$ cat src/hdl/sdpd_pkg.sv
`timescale 1ns / 1ps
package sdpd_pkg;

    localparam int ENC_W  = 24;
    localparam int IN_W   = ((81 + 2 * ENC_W + 7) / 8) * 8;
    localparam int OUT_W  = 24;
    localparam int E2_W   = ((ENC_W + 1 > 22) ? ENC_W + 1 : 22) + 1;
    localparam int CFG_AW = 5;

    localparam int DIV_NW = 50;
    localparam int DIV_DW = 20;
    localparam int DIV_CW = $clog2(DIV_NW + 1);

    localparam int WIN_W = 23;
    localparam logic [WIN_W-1:0] WIN_MAX = {WIN_W{1'b1}};

    localparam logic [12:0] FULL_TURN = 13'd5760;
    localparam logic signed [13:0] HALF_TURN_S = 14'sd2880;
    localparam logic signed [13:0] FULL_TURN_S = 14'sd5760;

    localparam logic signed [8:0] BRAKE_DRIVE = -9'sd80;

    localparam logic [2:0] REG_TOP_SPEED = 3'd0;
    localparam logic [2:0] REG_DIST_GAIN = 3'd1;
    localparam logic [2:0] REG_HEAD_P    = 3'd2;
    localparam logic [2:0] REG_HEAD_D    = 3'd3;
    localparam logic [2:0] REG_WALL_P    = 3'd4;
    localparam logic [2:0] REG_WALL_D    = 3'd5;
    localparam logic [2:0] REG_TICKS_MM  = 3'd6;

    typedef enum logic [2:0] {
        CAUSE_RUN,
        CAUSE_OVERSHOOT,
        CAUSE_REACHED,
        CAUSE_FRONT,
        CAUSE_STALL
    } t_cause;

    typedef struct packed {
        logic signed [8:0] left;
        logic signed [8:0] right;
        logic              fin;
        t_cause            cause;
    } t_result;

    // Folds an angle difference once into the closed turn around zero.
    function automatic logic signed [13:0] wrap_angle(input logic signed [13:0] a);
        logic signed [13:0] w;
        w = a;
        if (w > HALF_TURN_S) begin
            w = w - FULL_TURN_S;
        end
        if (w < -HALF_TURN_S) begin
            w = w + FULL_TURN_S;
        end
        return w;
    endfunction

    // Remainder by 180 through a slightly low reciprocal and one correction.
    function automatic logic [7:0] mod180(input logic [11:0] v);
        logic [21:0] p;
        logic [5:0]  q;
        logic [12:0] r;
        p = 22'(v) * 22'd364;
        q = p[21:16];
        r = 13'(v) - 13'(q) * 13'd180;
        if (r >= 13'd180) begin
            r = r - 13'd180;
        end
        return r[7:0];
    endfunction

endpackage

$ cat src/hdl/sdpd_div.sv
`timescale 1ns / 1ps
module sdpd_div (
    input  logic                          i_clk,
    input  logic                          i_rst_n,
    input  logic                          i_start,
    input  logic [sdpd_pkg::DIV_NW-1:0]   i_dividend,
    input  logic [sdpd_pkg::DIV_DW-1:0]   i_divisor,
    output logic                          o_done,
    output logic [sdpd_pkg::DIV_NW-1:0]   o_quot
);

    logic                        r_busy;
    logic                        r_done;
    logic [sdpd_pkg::DIV_CW-1:0] r_cnt;
    logic [sdpd_pkg::DIV_DW-1:0] r_rem;
    logic [sdpd_pkg::DIV_DW-1:0] r_dvs;
    logic [sdpd_pkg::DIV_NW-1:0] r_quo;
    logic [sdpd_pkg::DIV_DW:0]   w_shift;
    logic [sdpd_pkg::DIV_DW:0]   w_diff;
    logic                        w_ge;

    // Restoring division, one quotient bit per cycle, MSB first.
    assign w_shift = {r_rem, r_quo[sdpd_pkg::DIV_NW-1]};
    assign w_ge    = w_shift >= {1'b0, r_dvs};
    assign w_diff  = w_shift - {1'b0, r_dvs};

    always_ff @(posedge i_clk) begin
        if (!i_rst_n) begin
            r_busy <= 1'b0;
            r_done <= 1'b0;
            r_cnt  <= '0;
        end else begin
            r_done <= 1'b0;
            if (i_start) begin
                r_busy <= 1'b1;
                r_cnt  <= '0;
                r_rem  <= '0;
                r_dvs  <= i_divisor;
                r_quo  <= i_dividend;
            end else if (r_busy) begin
                r_rem <= w_ge ? w_diff[sdpd_pkg::DIV_DW-1:0] : w_shift[sdpd_pkg::DIV_DW-1:0];
                r_quo <= {r_quo[sdpd_pkg::DIV_NW-2:0], w_ge};
                r_cnt <= r_cnt + 1'b1;
                if (r_cnt == sdpd_pkg::DIV_CW'(sdpd_pkg::DIV_NW - 1)) begin
                    r_busy <= 1'b0;
                    r_done <= 1'b1;
                end
            end
        end
    end

    assign o_done = r_done;
    assign o_quot = r_quo;

endmodule

$ cat src/hdl/straight_drive_pd_controller_top.sv
`timescale 1ns / 1ps
// Straight-drive PD controller. A start transaction (tuser 0) sets the goal in encoder ticks
// and snaps the heading to the nearest 45 degrees; each tick transaction (tuser 1) returns
// both motor drives, with tlast set when the move ends and the stop cause in tuser. One
// transaction is worked at a time: a start passes through the start and emit states, a tick
// while stopped goes straight to emit, a stopping tick through the tick state to emit, and a
// running tick through every state of the computation. A running tick makes two passes
// through the shared 50-step restoring divider, one for each derivative term; a single
// shared 31x21 multiplier does the goal, gain and time-scale products in turn. A result that
// waits on m_axis_tready holds the next transaction in the emit state. Configuration
// registers sit on the APB port at byte address 4 times their index.
module straight_drive_pd_controller_top (
    input  logic                          i_clk,
    input  logic                          i_rst_n,
    input  logic                          s_axis_tvalid,
    output logic                          s_axis_tready,
    // tdata: distance_mm, heading, left_count, right_count, left_range, right_range,
    // front_range, elapsed_us, zero fill.
    input  logic [sdpd_pkg::IN_W-1:0]     s_axis_tdata,
    // tuser: mode.
    input  logic                          s_axis_tuser,
    output logic                          m_axis_tvalid,
    input  logic                          m_axis_tready,
    // tdata: left_drive, right_drive, zero fill.
    output logic [sdpd_pkg::OUT_W-1:0]    m_axis_tdata,
    // tuser: stop_cause.
    output logic [2:0]                    m_axis_tuser,
    output logic                          m_axis_tlast,
    input  logic                          psel,
    input  logic                          penable,
    input  logic                          pwrite,
    input  logic [sdpd_pkg::CFG_AW-1:0]   paddr,
    input  logic [31:0]                   pwdata,
    output logic [31:0]                   prdata,
    output logic                          pready
);

    localparam int EW = sdpd_pkg::ENC_W;
    localparam int E2 = sdpd_pkg::E2_W;

    typedef enum logic [4:0] {
        S_IDLE, S_START, S_TICK, S_BASE, S_WP, S_WD, S_WD6, S_WDIV0, S_WDIV, S_CORR,
        S_HP, S_HD, S_HD6, S_HDIV0, S_HDIV, S_STEER, S_EMIT
    } t_state;

    t_state r_state;

    logic [7:0]  r_top_speed;
    logic [15:0] r_dist_gain, r_head_p, r_head_d, r_wall_p, r_wall_d, r_ticks_mm;

    logic [11:0]           r_dist;
    logic [12:0]           r_head;
    logic signed [EW-1:0]  r_lc, r_rc;
    logic [11:0]           r_lr, r_rr, r_fr;
    logic [19:0]           r_el;

    logic [19:0]                  r_goal;
    logic [12:0]                  r_goal_head;
    logic signed [13:0]           r_prev_head;
    logic signed [8:0]            r_prev_wall;
    logic [sdpd_pkg::WIN_W-1:0]   r_win;
    logic signed [EW-1:0]         r_lref, r_rref;
    logic                         r_moving;

    logic signed [E2-1:0] r_e2;
    logic [19:0]          r_dt;
    logic signed [8:0]    r_off;
    logic [16:0]          r_base;
    logic signed [51:0]   r_prod;
    logic signed [41:0]   r_term;
    logic signed [41:0]   r_acc;
    logic                 r_neg;
    logic signed [13:0]   r_err;

    sdpd_pkg::t_result r_res;
    sdpd_pkg::t_result r_out;
    logic              r_ovalid;

    logic                 w_accept;
    logic [12:0]          w_head_in;
    logic signed [30:0]   w_mul_a;
    logic signed [20:0]   w_mul_b;
    logic signed [51:0]   w_prod;
    logic                 w_div_start;
    logic [51:0]          w_div_mag;
    logic                 w_div_done;
    logic [sdpd_pkg::DIV_NW-1:0] w_quot;
    logic signed [41:0]   w_quot_s;

    logic [3:0]           w_q;
    logic                 w_tie;
    logic [2:0]           w_k;
    logic [12:0]          w_snap;
    logic signed [13:0]   w_err0;

    logic [sdpd_pkg::WIN_W:0]   w_win_sum;
    logic [sdpd_pkg::WIN_W-1:0] w_win;
    logic signed [EW:0]   w_sum, w_dl, w_dr;
    logic signed [E2-1:0] w_e2;
    logic                 w_over, w_reach, w_front, w_expire, w_still;
    logic [7:0]           w_l180, w_r180;
    logic [8:0]           w_half;
    logic signed [8:0]    w_off;

    logic [25:0]          w_bprod;
    logic [16:0]          w_top256;
    logic [16:0]          w_base;
    logic signed [12:0]   w_cclamp;
    logic signed [12:0]   w_corr;
    logic signed [13:0]   w_err;
    logic signed [41:0]   w_sdiv;
    logic signed [15:0]   w_steer;
    logic signed [18:0]   w_lsum, w_rsum;
    logic [7:0]           w_ldrv, w_rdrv;

    assign w_accept      = s_axis_tvalid && s_axis_tready;
    assign s_axis_tready = (r_state == S_IDLE);

    // Configuration port.
    assign pready = 1'b1;
    always_comb begin
        case (paddr[4:2])
            sdpd_pkg::REG_TOP_SPEED: prdata = {24'd0, r_top_speed};
            sdpd_pkg::REG_DIST_GAIN: prdata = {16'd0, r_dist_gain};
            sdpd_pkg::REG_HEAD_P:    prdata = {16'd0, r_head_p};
            sdpd_pkg::REG_HEAD_D:    prdata = {16'd0, r_head_d};
            sdpd_pkg::REG_WALL_P:    prdata = {16'd0, r_wall_p};
            sdpd_pkg::REG_WALL_D:    prdata = {16'd0, r_wall_d};
            sdpd_pkg::REG_TICKS_MM:  prdata = {16'd0, r_ticks_mm};
            default:                 prdata = 32'd0;
        endcase
    end

    always_ff @(posedge i_clk) begin
        if (!i_rst_n) begin
            r_top_speed <= 8'd100;
            r_dist_gain <= 16'd1536;
            r_head_p    <= 16'd1050;
            r_head_d    <= 16'd102;
            r_wall_p    <= 16'd512;
            r_wall_d    <= 16'd102;
            r_ticks_mm  <= 16'd4096;
        end else if (psel && penable && pwrite) begin
            case (paddr[4:2])
                sdpd_pkg::REG_TOP_SPEED: r_top_speed <= pwdata[7:0];
                sdpd_pkg::REG_DIST_GAIN: r_dist_gain <= pwdata[15:0];
                sdpd_pkg::REG_HEAD_P:    r_head_p    <= pwdata[15:0];
                sdpd_pkg::REG_HEAD_D:    r_head_d    <= pwdata[15:0];
                sdpd_pkg::REG_WALL_P:    r_wall_p    <= pwdata[15:0];
                sdpd_pkg::REG_WALL_D:    r_wall_d    <= pwdata[15:0];
                sdpd_pkg::REG_TICKS_MM:  r_ticks_mm  <= pwdata[15:0];
                default: ;
            endcase
        end
    end

    assign w_head_in = (s_axis_tdata[24:12] >= sdpd_pkg::FULL_TURN)
                     ? s_axis_tdata[24:12] - sdpd_pkg::FULL_TURN : s_axis_tdata[24:12];

    // Heading snap: count the half-way points passed; on an exact tie the lower
    // multiple wins, and the tie between the last multiple and zero goes to zero.
    always_comb begin
        w_q   = 4'd0;
        w_tie = 1'b0;
        for (int j = 1; j <= 8; j++) begin
            if (r_head >= 13'(720 * j - 360)) begin
                w_q = w_q + 4'd1;
            end
            if (r_head == 13'(720 * j - 360)) begin
                w_tie = 1'b1;
            end
        end
        if (w_tie && w_q != 4'd8) begin
            w_k = 3'(w_q - 4'd1);
        end else begin
            w_k = w_q[2:0];
        end
        w_snap = 13'(w_k) * 13'd720;
        w_err0 = sdpd_pkg::wrap_angle(signed'({1'b0, w_snap}) - signed'({1'b0, r_head}));
    end

    // Stop checks and wall offset.
    assign w_win_sum = {1'b0, r_win} + (sdpd_pkg::WIN_W + 1)'(r_el);
    assign w_win     = w_win_sum[sdpd_pkg::WIN_W] ? sdpd_pkg::WIN_MAX
                                                   : w_win_sum[sdpd_pkg::WIN_W-1:0];
    assign w_sum     = (EW + 1)'(r_rc) - (EW + 1)'(r_lc);
    assign w_e2      = E2'({r_goal, 1'b0}) - E2'(w_sum);
    assign w_over    = w_e2 <= E2'(0);
    assign w_reach   = w_e2 < E2'(10);
    assign w_front   = (r_fr != 12'd0) && (r_fr < 12'd20) && (w_win > 23'd100000);
    assign w_expire  = w_win > 23'd5000000;
    assign w_dl      = (EW + 1)'(r_lc) - (EW + 1)'(r_lref);
    assign w_dr      = (EW + 1)'(r_rc) - (EW + 1)'(r_rref);
    assign w_still   = (w_dl > -(EW + 1)'(20)) && (w_dl < (EW + 1)'(20))
                    && (w_dr > -(EW + 1)'(20)) && (w_dr < (EW + 1)'(20));
    assign w_l180    = sdpd_pkg::mod180(r_lr);
    assign w_r180    = sdpd_pkg::mod180(r_rr);
    assign w_half    = ({1'b0, w_l180} + {1'b0, w_r180}) >> 1;
    assign w_off     = ((r_lr != 12'd0) && (r_rr != 12'd0))
                     ? signed'({1'b0, w_l180}) - signed'(w_half) : 9'sd0;

    // Shared multiplier; the product is registered before use, but for the goal product taken directly in S_START.
    always_comb begin
        w_mul_a = '0;
        w_mul_b = '0;
        case (r_state)
            S_START: begin
                w_mul_a = signed'(31'(r_dist));
                w_mul_b = signed'(21'(r_ticks_mm));
            end
            S_BASE: begin
                w_mul_a = signed'(31'(r_e2[10:0]));
                w_mul_b = signed'(21'(r_dist_gain));
            end
            S_WP: begin
                w_mul_a = 31'(r_off);
                w_mul_b = signed'(21'(r_wall_p));
            end
            S_WD: begin
                w_mul_a = 31'(10'(r_off) - 10'(r_prev_wall));
                w_mul_b = signed'(21'(r_wall_d));
            end
            S_HP: begin
                w_mul_a = 31'(r_err);
                w_mul_b = signed'(21'(r_head_p));
            end
            S_HD: begin
                w_mul_a = 31'(15'(r_err) - 15'(r_prev_head));
                w_mul_b = signed'(21'(r_head_d));
            end
            S_WD6, S_HD6: begin
                w_mul_a = r_prod[30:0];
                w_mul_b = 21'sd1000000;
            end
            default: ;
        endcase
    end
    assign w_prod = 52'(w_mul_a) * 52'(w_mul_b);

    assign w_div_start = (r_state == S_WDIV0) || (r_state == S_HDIV0);
    assign w_div_mag   = r_prod[51] ? -r_prod : r_prod;

    sdpd_div u_div (
        .i_clk      (i_clk),
        .i_rst_n    (i_rst_n),
        .i_start    (w_div_start),
        .i_dividend (w_div_mag[sdpd_pkg::DIV_NW-1:0]),
        .i_divisor  (r_dt),
        .o_done     (w_div_done),
        .o_quot     (w_quot)
    );

    assign w_quot_s = r_neg ? -signed'({1'b0, w_quot[40:0]}) : signed'({1'b0, w_quot[40:0]});

    // Base speed from the distance error.
    assign w_bprod  = r_prod[26:1];
    assign w_top256 = {1'b0, r_top_speed, 8'd0};
    always_comb begin
        if (r_e2 > E2'(800)) begin
            w_base = w_top256;
        end else if (r_e2 > E2'(100)) begin
            if (w_bprod < 26'd10240) begin
                w_base = 17'd10240;
            end else if (w_bprod > 26'(w_top256)) begin
                w_base = w_top256;
            end else begin
                w_base = w_bprod[16:0];
            end
        end else begin
            w_base = 17'd0;
        end
    end

    // Wall correction and heading error.
    always_comb begin
        if (r_acc > 42'sd2048) begin
            w_cclamp = 13'sd2048;
        end else if (r_acc < -42'sd2048) begin
            w_cclamp = -13'sd2048;
        end else begin
            w_cclamp = r_acc[12:0];
        end
        w_corr = w_cclamp / 13'sd16;
        w_err  = sdpd_pkg::wrap_angle(signed'({1'b0, r_goal_head}) + 14'(w_corr)
                                      - signed'({1'b0, r_head}));
    end

    // Steering and drive levels.
    always_comb begin
        w_sdiv = r_acc / 42'sd16;
        if (w_sdiv > 42'sd15360) begin
            w_steer = 16'sd15360;
        end else if (w_sdiv < -42'sd15360) begin
            w_steer = -16'sd15360;
        end else begin
            w_steer = w_sdiv[15:0];
        end
        w_lsum = signed'(19'(r_base)) - 19'(w_steer);
        w_rsum = signed'(19'(r_base)) + 19'(w_steer);
        if (w_lsum < 19'sd0) begin
            w_ldrv = 8'd0;
        end else if (w_lsum > 19'sd65280) begin
            w_ldrv = 8'd255;
        end else begin
            w_ldrv = w_lsum[15:8];
        end
        if (w_rsum < 19'sd0) begin
            w_rdrv = 8'd0;
        end else if (w_rsum > 19'sd65280) begin
            w_rdrv = 8'd255;
        end else begin
            w_rdrv = w_rsum[15:8];
        end
    end

    always_ff @(posedge i_clk) begin
        if (!i_rst_n) begin
            r_state     <= S_IDLE;
            r_ovalid    <= 1'b0;
            r_moving    <= 1'b0;
            r_goal      <= '0;
            r_goal_head <= '0;
            r_prev_head <= '0;
            r_prev_wall <= '0;
            r_win       <= '0;
            r_lref      <= '0;
            r_rref      <= '0;
        end else begin
            r_prod <= w_prod;
            if (r_state == S_EMIT && (!r_ovalid || m_axis_tready)) begin
                r_ovalid <= 1'b1;
            end else if (m_axis_tready) begin
                r_ovalid <= 1'b0;
            end
            case (r_state)
                S_IDLE: begin
                    if (w_accept) begin
                        r_dist <= s_axis_tdata[11:0];
                        r_head <= w_head_in;
                        r_lc   <= s_axis_tdata[25 +: EW];
                        r_rc   <= s_axis_tdata[25 + EW +: EW];
                        r_lr   <= s_axis_tdata[25 + 2 * EW +: 12];
                        r_rr   <= s_axis_tdata[37 + 2 * EW +: 12];
                        r_fr   <= s_axis_tdata[49 + 2 * EW +: 12];
                        r_el   <= s_axis_tdata[61 + 2 * EW +: 20];
                        r_res  <= '{left: 9'sd0, right: 9'sd0, fin: 1'b0,
                                    cause: sdpd_pkg::CAUSE_RUN};
                        if (!s_axis_tuser) begin
                            r_state <= S_START;
                        end else if (r_moving) begin
                            r_state <= S_TICK;
                        end else begin
                            r_state <= S_EMIT;
                        end
                    end
                end
                S_START: begin
                    r_goal      <= w_prod[27:8];
                    r_goal_head <= w_snap;
                    r_prev_head <= w_err0;
                    r_win       <= '0;
                    r_lref      <= '0;
                    r_rref      <= '0;
                    r_moving    <= 1'b1;
                    r_state     <= S_EMIT;
                end
                S_TICK: begin
                    r_e2  <= w_e2;
                    r_dt  <= (r_el < 20'd1000) ? 20'd1000 : r_el;
                    r_off <= w_off;
                    if (w_over || w_reach) begin
                        r_win    <= w_win;
                        r_moving <= 1'b0;
                        r_res    <= '{left: sdpd_pkg::BRAKE_DRIVE, right: sdpd_pkg::BRAKE_DRIVE,
                                      fin: 1'b1, cause: w_over ? sdpd_pkg::CAUSE_OVERSHOOT
                                                              : sdpd_pkg::CAUSE_REACHED};
                        r_state  <= S_EMIT;
                    end else if (w_front || (w_expire && w_still)) begin
                        r_win    <= w_win;
                        r_moving <= 1'b0;
                        r_res    <= '{left: 9'sd0, right: 9'sd0, fin: 1'b1,
                                      cause: w_front ? sdpd_pkg::CAUSE_FRONT
                                                     : sdpd_pkg::CAUSE_STALL};
                        r_state  <= S_EMIT;
                    end else begin
                        if (w_expire) begin
                            r_win  <= '0;
                            r_lref <= r_lc;
                            r_rref <= r_rc;
                        end else begin
                            r_win  <= w_win;
                        end
                        r_state <= S_BASE;
                    end
                end
                S_BASE: r_state <= S_WP;
                S_WP: begin
                    r_base  <= w_base;
                    r_state <= S_WD;
                end
                S_WD: begin
                    r_term  <= r_prod[41:0];
                    r_state <= S_WD6;
                end
                S_WD6: r_state <= S_WDIV0;
                S_WDIV0: begin
                    r_neg   <= r_prod[51];
                    r_state <= S_WDIV;
                end
                S_WDIV: begin
                    if (w_div_done) begin
                        r_acc   <= r_term + w_quot_s;
                        r_state <= S_CORR;
                    end
                end
                S_CORR: begin
                    r_err       <= w_err;
                    r_prev_wall <= r_off;
                    r_state     <= S_HP;
                end
                S_HP: r_state <= S_HD;
                S_HD: begin
                    r_term  <= r_prod[41:0];
                    r_state <= S_HD6;
                end
                S_HD6: r_state <= S_HDIV0;
                S_HDIV0: begin
                    r_neg   <= r_prod[51];
                    r_state <= S_HDIV;
                end
                S_HDIV: begin
                    if (w_div_done) begin
                        r_acc   <= r_term + w_quot_s;
                        r_state <= S_STEER;
                    end
                end
                S_STEER: begin
                    r_prev_head <= r_err;
                    r_res       <= '{left: signed'({1'b0, w_ldrv}), right: signed'({1'b0, w_rdrv}),
                                     fin: 1'b0, cause: sdpd_pkg::CAUSE_RUN};
                    r_state     <= S_EMIT;
                end
                S_EMIT: begin
                    if (!r_ovalid || m_axis_tready) begin
                        r_out    <= r_res;
                        r_state  <= S_IDLE;
                    end
                end
                default: r_state <= S_IDLE;
            endcase
        end
    end

    assign m_axis_tvalid = r_ovalid;
    assign m_axis_tdata  = {6'd0, r_out.right, r_out.left};
    assign m_axis_tuser  = r_out.cause;
    assign m_axis_tlast  = r_out.fin;

endmodule

$ cat config.mk
export PLATFORM = sky130hd
export DESIGN_NAME = straight_drive_pd_controller_top
export DESIGN_NICKNAME = d
export VERILOG_FILES = /design/src/hdl/sdpd_pkg.sv /design/src/hdl/sdpd_div.sv /design/src/hdl/straight_drive_pd_controller_top.sv
export SDC_FILE = /design/constraint.sdc
export NUM_CORES = 2
export LEC_CHECK = 0
export BUFFER_PORTS_ARGS = -buffer_cell sky130_fd_sc_hd__buf_4
export CAP_MARGIN = 25
export CORE_MARGIN = 2
export CORE_UTILIZATION = 29
export DETAILED_ROUTE_END_ITERATION = 10
export GPL_ROUTABILITY_DRIVEN = 0
export PLACE_DENSITY = 0.46
export SYNTH_ARGS = -nofsm -noshare
export SYNTH_HDL_FRONTEND = slang
export SYNTH_HIERARCHICAL = 1
export SYNTH_SLANG_ARGS = --single-unit
$ cat constraint.sdc
create_clock -name i_clk -period 29.7 [get_ports i_clk]
set_input_delay 2.97 -clock i_clk [delete_from_list [all_inputs] [get_ports i_clk]]
set_output_delay 2.97 -clock i_clk [all_outputs]
set_load 0.01 [all_outputs]
==> Word level (Yosys, flattened, before mapping) <==
Cells that the tools add are included.
{ "word_totals": {"ff_bits": 728, "input_bits": 181, "out_inout_bits": 63, "word_cells": 317} }
{ "op_classes": {"addsub": 38, "n_mul": 6, "order_cmp": 38, "eq_ne": 40, "muxes": 83, "n_bitwise": 5, "reduce_logical": 58} }
{ "ops": {"columns": ["operator", "count"], "rows": [
  ["31-bit case mux with 7 select lines", 1],
  ["50-bit two-way mux", 3],
  ["24-bit two-way mux", 6],
  ["20-bit case mux with 7 select lines", 1],
  ["16-bit case mux with 7 select lines", 1],
  ["16-bit two-way mux", 6],
  ["24-bit case mux with 2 select lines", 2],
  ["23-bit two-way mux", 4],
  ["5-bit case mux with 16 select lines", 1],
  ["24-bit by 24-bit subtractor with 25-bit output", 3],
  ["22-bit two-way mux", 3],
  ["22-bit case mux with 3 select lines", 1],
  ["14-bit two-way mux", 4],
  ["31-bit by 21-bit multiplier with 52-bit output", 1],
  ["25-bit by 6-bit greater-than comparator with 1-bit output, second input constant", 2],
  ["25-bit by 6-bit < comparator with 1-bit output, second input constant", 2],
  ["50-bit negator", 1],
  ["8-bit two-way mux", 6],
  ["23-bit case mux with 2 select lines", 1],
  ["42-bit by 1-bit adder with 42-bit output", 1],
  ["42-bit adder", 1],
  ["42-bit by 13-bit greater-than comparator with 1-bit output, second input constant", 1],
  ["42-bit by 15-bit greater-than comparator with 1-bit output, second input constant", 1],
  ["42-bit by 12-bit < comparator with 1-bit output, second input constant", 1],
  ["other kinds (89)", 214]
]} }

==> Logic depth before layout (Yosys ltp) <==
{ "logic_depth": {"ltp_word": 26, "ltp_mapped": 55, "mapped_depth_nobuf": 54} }

==> Modules after synthesis <==
The synthesis kept the hierarchy.
{ "by_module_without_submodules": {"columns": ["mod", "instances", "cells_each", "area_each_um2"], "rows": [
  ["straight_drive_pd_controller_top", 1, 7328, 66891.7],
  ["sdpd_div", 1, 398, 5072.4]
]} }

==> Least setup slack after synthesis <==
No wires, ideal clock.
{ "synth_path": {"path_kind": "reg2reg", "startpoint": "register r_lr[1]", "endpoint": "register r_off[7] (data pin)", "setup_ns": 0.261, "arrival_time_ns": 10.832, "setup_slack_ns": 18.607, "path_stages_with_launch": 51, "path_buffers": 1, "synth_period_minus_slack_ns": 11.093, "cell_sequence": "edfxtp_1 ha_1 inv_1 fa_1 inv_1 fa_1 inv_1 fa_1 inv_1 ha_1 a21o_1 a21o_1 a21o_1 a21o_1 a21oi_1 o21ai_0 or4_1 and3_1 [... 15 more ...] o2111a_1 a211oi_1 xnor2_1 nand3_2 xnor2_1 buf_2 inv_1 ha_1 xnor2_1 ha_1 a21oi_1 maj3_1 and3_1 maj3_1 o21a_1 a21oi_1 a31oi_1 mux2i_1"} }
{ "synth_between": {"elab_chain_cells": 7, "word_cells_on_any_way": 10} }
{ "synth_rtl": {"columns": ["item", "line_no", "source"], "rows": [
  ["from (decl)", "straight_drive_pd_controller_top.sv:54", "logic [11:0] r_lr, r_rr, r_fr;"],
  ["from (signal assigned)", "straight_drive_pd_controller_top.sv:342", "r_lr <= s_axis_tdata[25 + 2 * EW +: 12];"],
  ["12-bit by 7-bit multiplier with 19-bit output", "sdpd_pkg.sv:64", "p = 22'(v) * 22'd364;"],
  ["5-bit by 6-bit multiplier with 11-bit output", "sdpd_pkg.sv:66", "r = 13'(v) - 13'(q) * 13'd180;"],
  ["12-bit by 13-bit subtractor with 13-bit output", "sdpd_pkg.sv:66", null],
  ["13-bit by 8-bit greater-or-equal comparator with 1-bit output or 8-bit subtractor (tied branches)", "sdpd_pkg.sv:67, sdpd_pkg.sv:68", null],
  ["8-bit two-way mux", "sdpd_pkg.sv:67", "if (r >= 13'd180) begin"],
  ["8-bit by 8-bit adder with 9-bit output", "straight_drive_pd_controller_top.sv:198", "assign w_half = ({1'b0, w_l180} + {1'b0, w_r180}) >> 1;"],
  ["8-bit by 8-bit subtractor with 9-bit output", "straight_drive_pd_controller_top.sv:200", "? signed'({1'b0, w_l180}) - signed'(w_half) : 9'sd0;"],
  ["to (signal assigned)", "straight_drive_pd_controller_top.sv:370", "r_off <= w_off;"],
  ["to (decl)", "straight_drive_pd_controller_top.sv:67", "logic signed [8:0] r_off;"]
]} }
Several ways; a longest one is shown, not always the timed one.
A chain may end at the register's enable or synchronous reset.

==> Worst setup path after layout <==
Same ends and word-level chain as after synthesis.

==> reports/qor.csv <==
metric,value,unit
starting density of the core,29.2,%
worst skew pair latency,0.74,ns
Worst Clk Skew,0.0544,ns
GR Overflow Total,0,
CP Max Fanout,11,
pwr dens,133,nW/µm²
CTS tree,yes,
Critical Path End Type,register,
power share of the combinational group,76.1,%
CTS sink count,725,
CTS H-Tree Depth,3,
Buffers on Ports,195,
clock power share,10.5,%
fin area,80300,µm²
type of the most critical hold path,register to register,
final worst slack,17.01,ns
post-synthesis register bit count,725,
P&R area growth vs syn,11.6,%
final core occ,32.6,%
R2R Path Start,r_lr[1],
startpoint types,register,
ys flop type,edfxtp_1,
First DRT Iteration DRCs,3908,
Critical Path Max Stage Delay,0.84,ns
GRT Resource Usage Total,17.7,%
Core Region,246000,µm²
vias in the first global route,56309,
Final Hold Fails,0,
Least-Margin Pin Slew,1.16,ns
fin crit share,42.7,%
DIE WIDTH,502,µm
"Seq/Total Area, Yosys",26.9,%
clock tree buffer depth,3,
RSZ-0062 raised after global routing,no,
crit path max-delay cell type,xnor2_1,
start point of the critical path,r_lr[1],
CTS buffer count,88,
cts repair resizes,0,
Synth area leader,edfxtp_1,
DR DRC count,0,
max-slew violation count,0,
WP data required,30.25,ns
DRT Pass-1 Iters,6,
"EDFF count, synth",483,
share of cells above drive strength 1,7.77,%
maxcap violations,0,
Peak Freq,78.8,MHz
setup TNS,0,ns
Area after DPL,77200,µm²
Cells after DPL,11031,
area share of the largest cell type after synthesis,20.2,%
post-synthesis average cell area,9.31,µm²
Die Ht,502,µm
clock-pin slew on the worst setup and hold paths,0.07,ns
DPL Wire Length,177000,µm
Vias/cell,4.96,
num rows,182,
global-route wire length before repair,343000,µm
antenna violations before repair,21,
Cell variety after synth,115,
HP Start,r_res[3],
I/O pins,244,
async set-reset flop share out of synthesis,0,%
Nets,9287,
cell mode on critical path,ha_1,
Crit Path Category,register to register,
Lkg Pwr,33.9,nW
"top cells by area, synth","edfxtp_1 20%, fa_1 20%, ha_1 10%",
Hold WS,0.413,ns
Int Pwr,5.51,mW
synthesized area,72000,µm²
switch share,48.6,%
share of power burned in registers,13.4,%
min cycle time layout,12.69,ns
Yosys warnings,6,
post-CTS setup buffers,0,
total power,10.7,mW
outcome,finished clean,
final setup fails,0,
Syn Inst Count,7726,
ANT nets after route,0,
slew margin rel.,22.9,%
filler instances,25748,
drt wl/cell,20.0,µm
crit path DAT,13.23,ns
CTS Hold Buffers Added,0,
Peak supply drop,0.00133,V
Routed Wire Length,224000,µm
largest net degree at the start of global routing,86,
die area,252000,µm²
Sw Pwr,5.20,mW
vias,55636,
setup slack at placement,17.05,ns
Clock Tree Root,clkbuf_16,
Finished Layout Cells,11211,
-- power groups by stage --
stage               combinational [mW]  sequential (mW)  clock (mW)
floorplan                         6.40             1.43           0
global placement                  7.97             1.46           0
detailed placement                8.16             1.46           0
CTS                               8.22             1.44        1.16
global route                      9.09             1.44        1.19
finish                            8.16             1.44        1.12
-- cells by family (layout without fill, tap and decap cells) --
group | Yosys count | count (layout) | share of synthesized area, %
DFF | 725 | 725 | 26.9
xor gates and xnor gates | 436 | 436 | 5.35
adders and majority gates | 1294 | 1294 | 30.0
other | 2 | 32 | 0.0104
AOI/OAI and AO/OA | 1557 | 1557 | 14.3
muxes | 119 | 119 | 1.82
buffers and inverters | 1484 | 1627 | 7.96
and+or+nand+nor | 2109 | 2109 | 13.7
-- state kept, by name, summed over array words and instances (netlist names), 17 cells and up --
name,count
r_rc,24
r_lc,24
r_term,42
u_div/r_rem,20
r_lref,24
r_goal,20
r_win,23
r_base,17
r_el,20
r_rref,24
r_e2,26
r_acc,42
r_prod,51
r_dt,20
u_div/o_quot,50
m_axis_tdata,17
r_res,21
u_div/r_dvs,20
-- cell type report --
class	count	area, µm²	area share, %
clock inverters	49	563	0.701
flip-flops and latches	725	19300	24.1
multi-input cells	5539	47200	58.7
repair buffers	287	2240	2.79
well taps	3312	4140	5.16
clock buffers	116	2400	2.99
inverters	1175	4420	5.50
diodes	8	20.0	0.0249
-- cells in the final DEF (no fill, tap or decap), drive strengths merged, types with 242 or more instances in the layout --
master / instances
edfxtp: 483
ha: 574
dfxtp: 242
fa: 716
inv: 1178
nand2: 937
buf: 286
xnor2: 317
a21oi: 499
nor2: 361
-- synthesized netlist by cell type, types with 19 or more instances --
cell / instances
inv_1: 1173
nand2_1: 937
fa_1: 716
ha_1: 574
a21oi_1: 494
edfxtp_1: 483
nor2_1: 361
xnor2_1: 315
clkbuf_1: 245
dfxtp_1: 242
o21ai_0: 211
nand3_1: 147
a21o_1: 143
nor3_1: 124
xor2_1: 117
and2_1: 73
nor2b_1: 73
a22o_1: 71
o21a_1: 71
a31oi_1: 67
nand2b_1: 67
a22oi_1: 65
mux2_2: 63
mux2i_1: 52
o21bai_1: 52
and3_1: 48
nand4_1: 48
or3_1: 48
o31ai_1: 46
nor4_1: 43
a211oi_1: 38
o211ai_1: 36
or2_2: 34
buf_4: 28
or4_1: 28
a221oi_1: 26
o22ai_1: 22
o41ai_1: 20
buf_2: 19
-- worst max-delay path, delay by kind of cell, from the launching register on --
kind / cells / cell delay [ns]
compound gates: 18 / 3.36
xor+xnor: 3 / 1.28
fa+ha+maj: 13 / 4.79
buf+inv: 7 / 0.40
flops: 1 / 0.61
mux: 1 / 0.25
simple gates: 8 / 1.80
-- final timing paths --
path                                     end  slack [ns]  cells after the start
worst min-delay path            m_axis_tlast        0.41                      0
worst max register to register      r_off[7]       17.01                     50
worst min register to register  m_axis_tlast        0.41                      0
worst max-delay path                r_off[7]       17.01                     50
-- metal layers --
metal	track usage (%)	vias to the layer above	share of wire (%)
li1	-	26282	-
met1	23.3	27706	44
met2	29.6	1353	48
met3	2.44	275	4.8
met4	6.07	20	3.5
met5	0	-	0.054
Note: power is estimated with default switching activity, not from simulation.
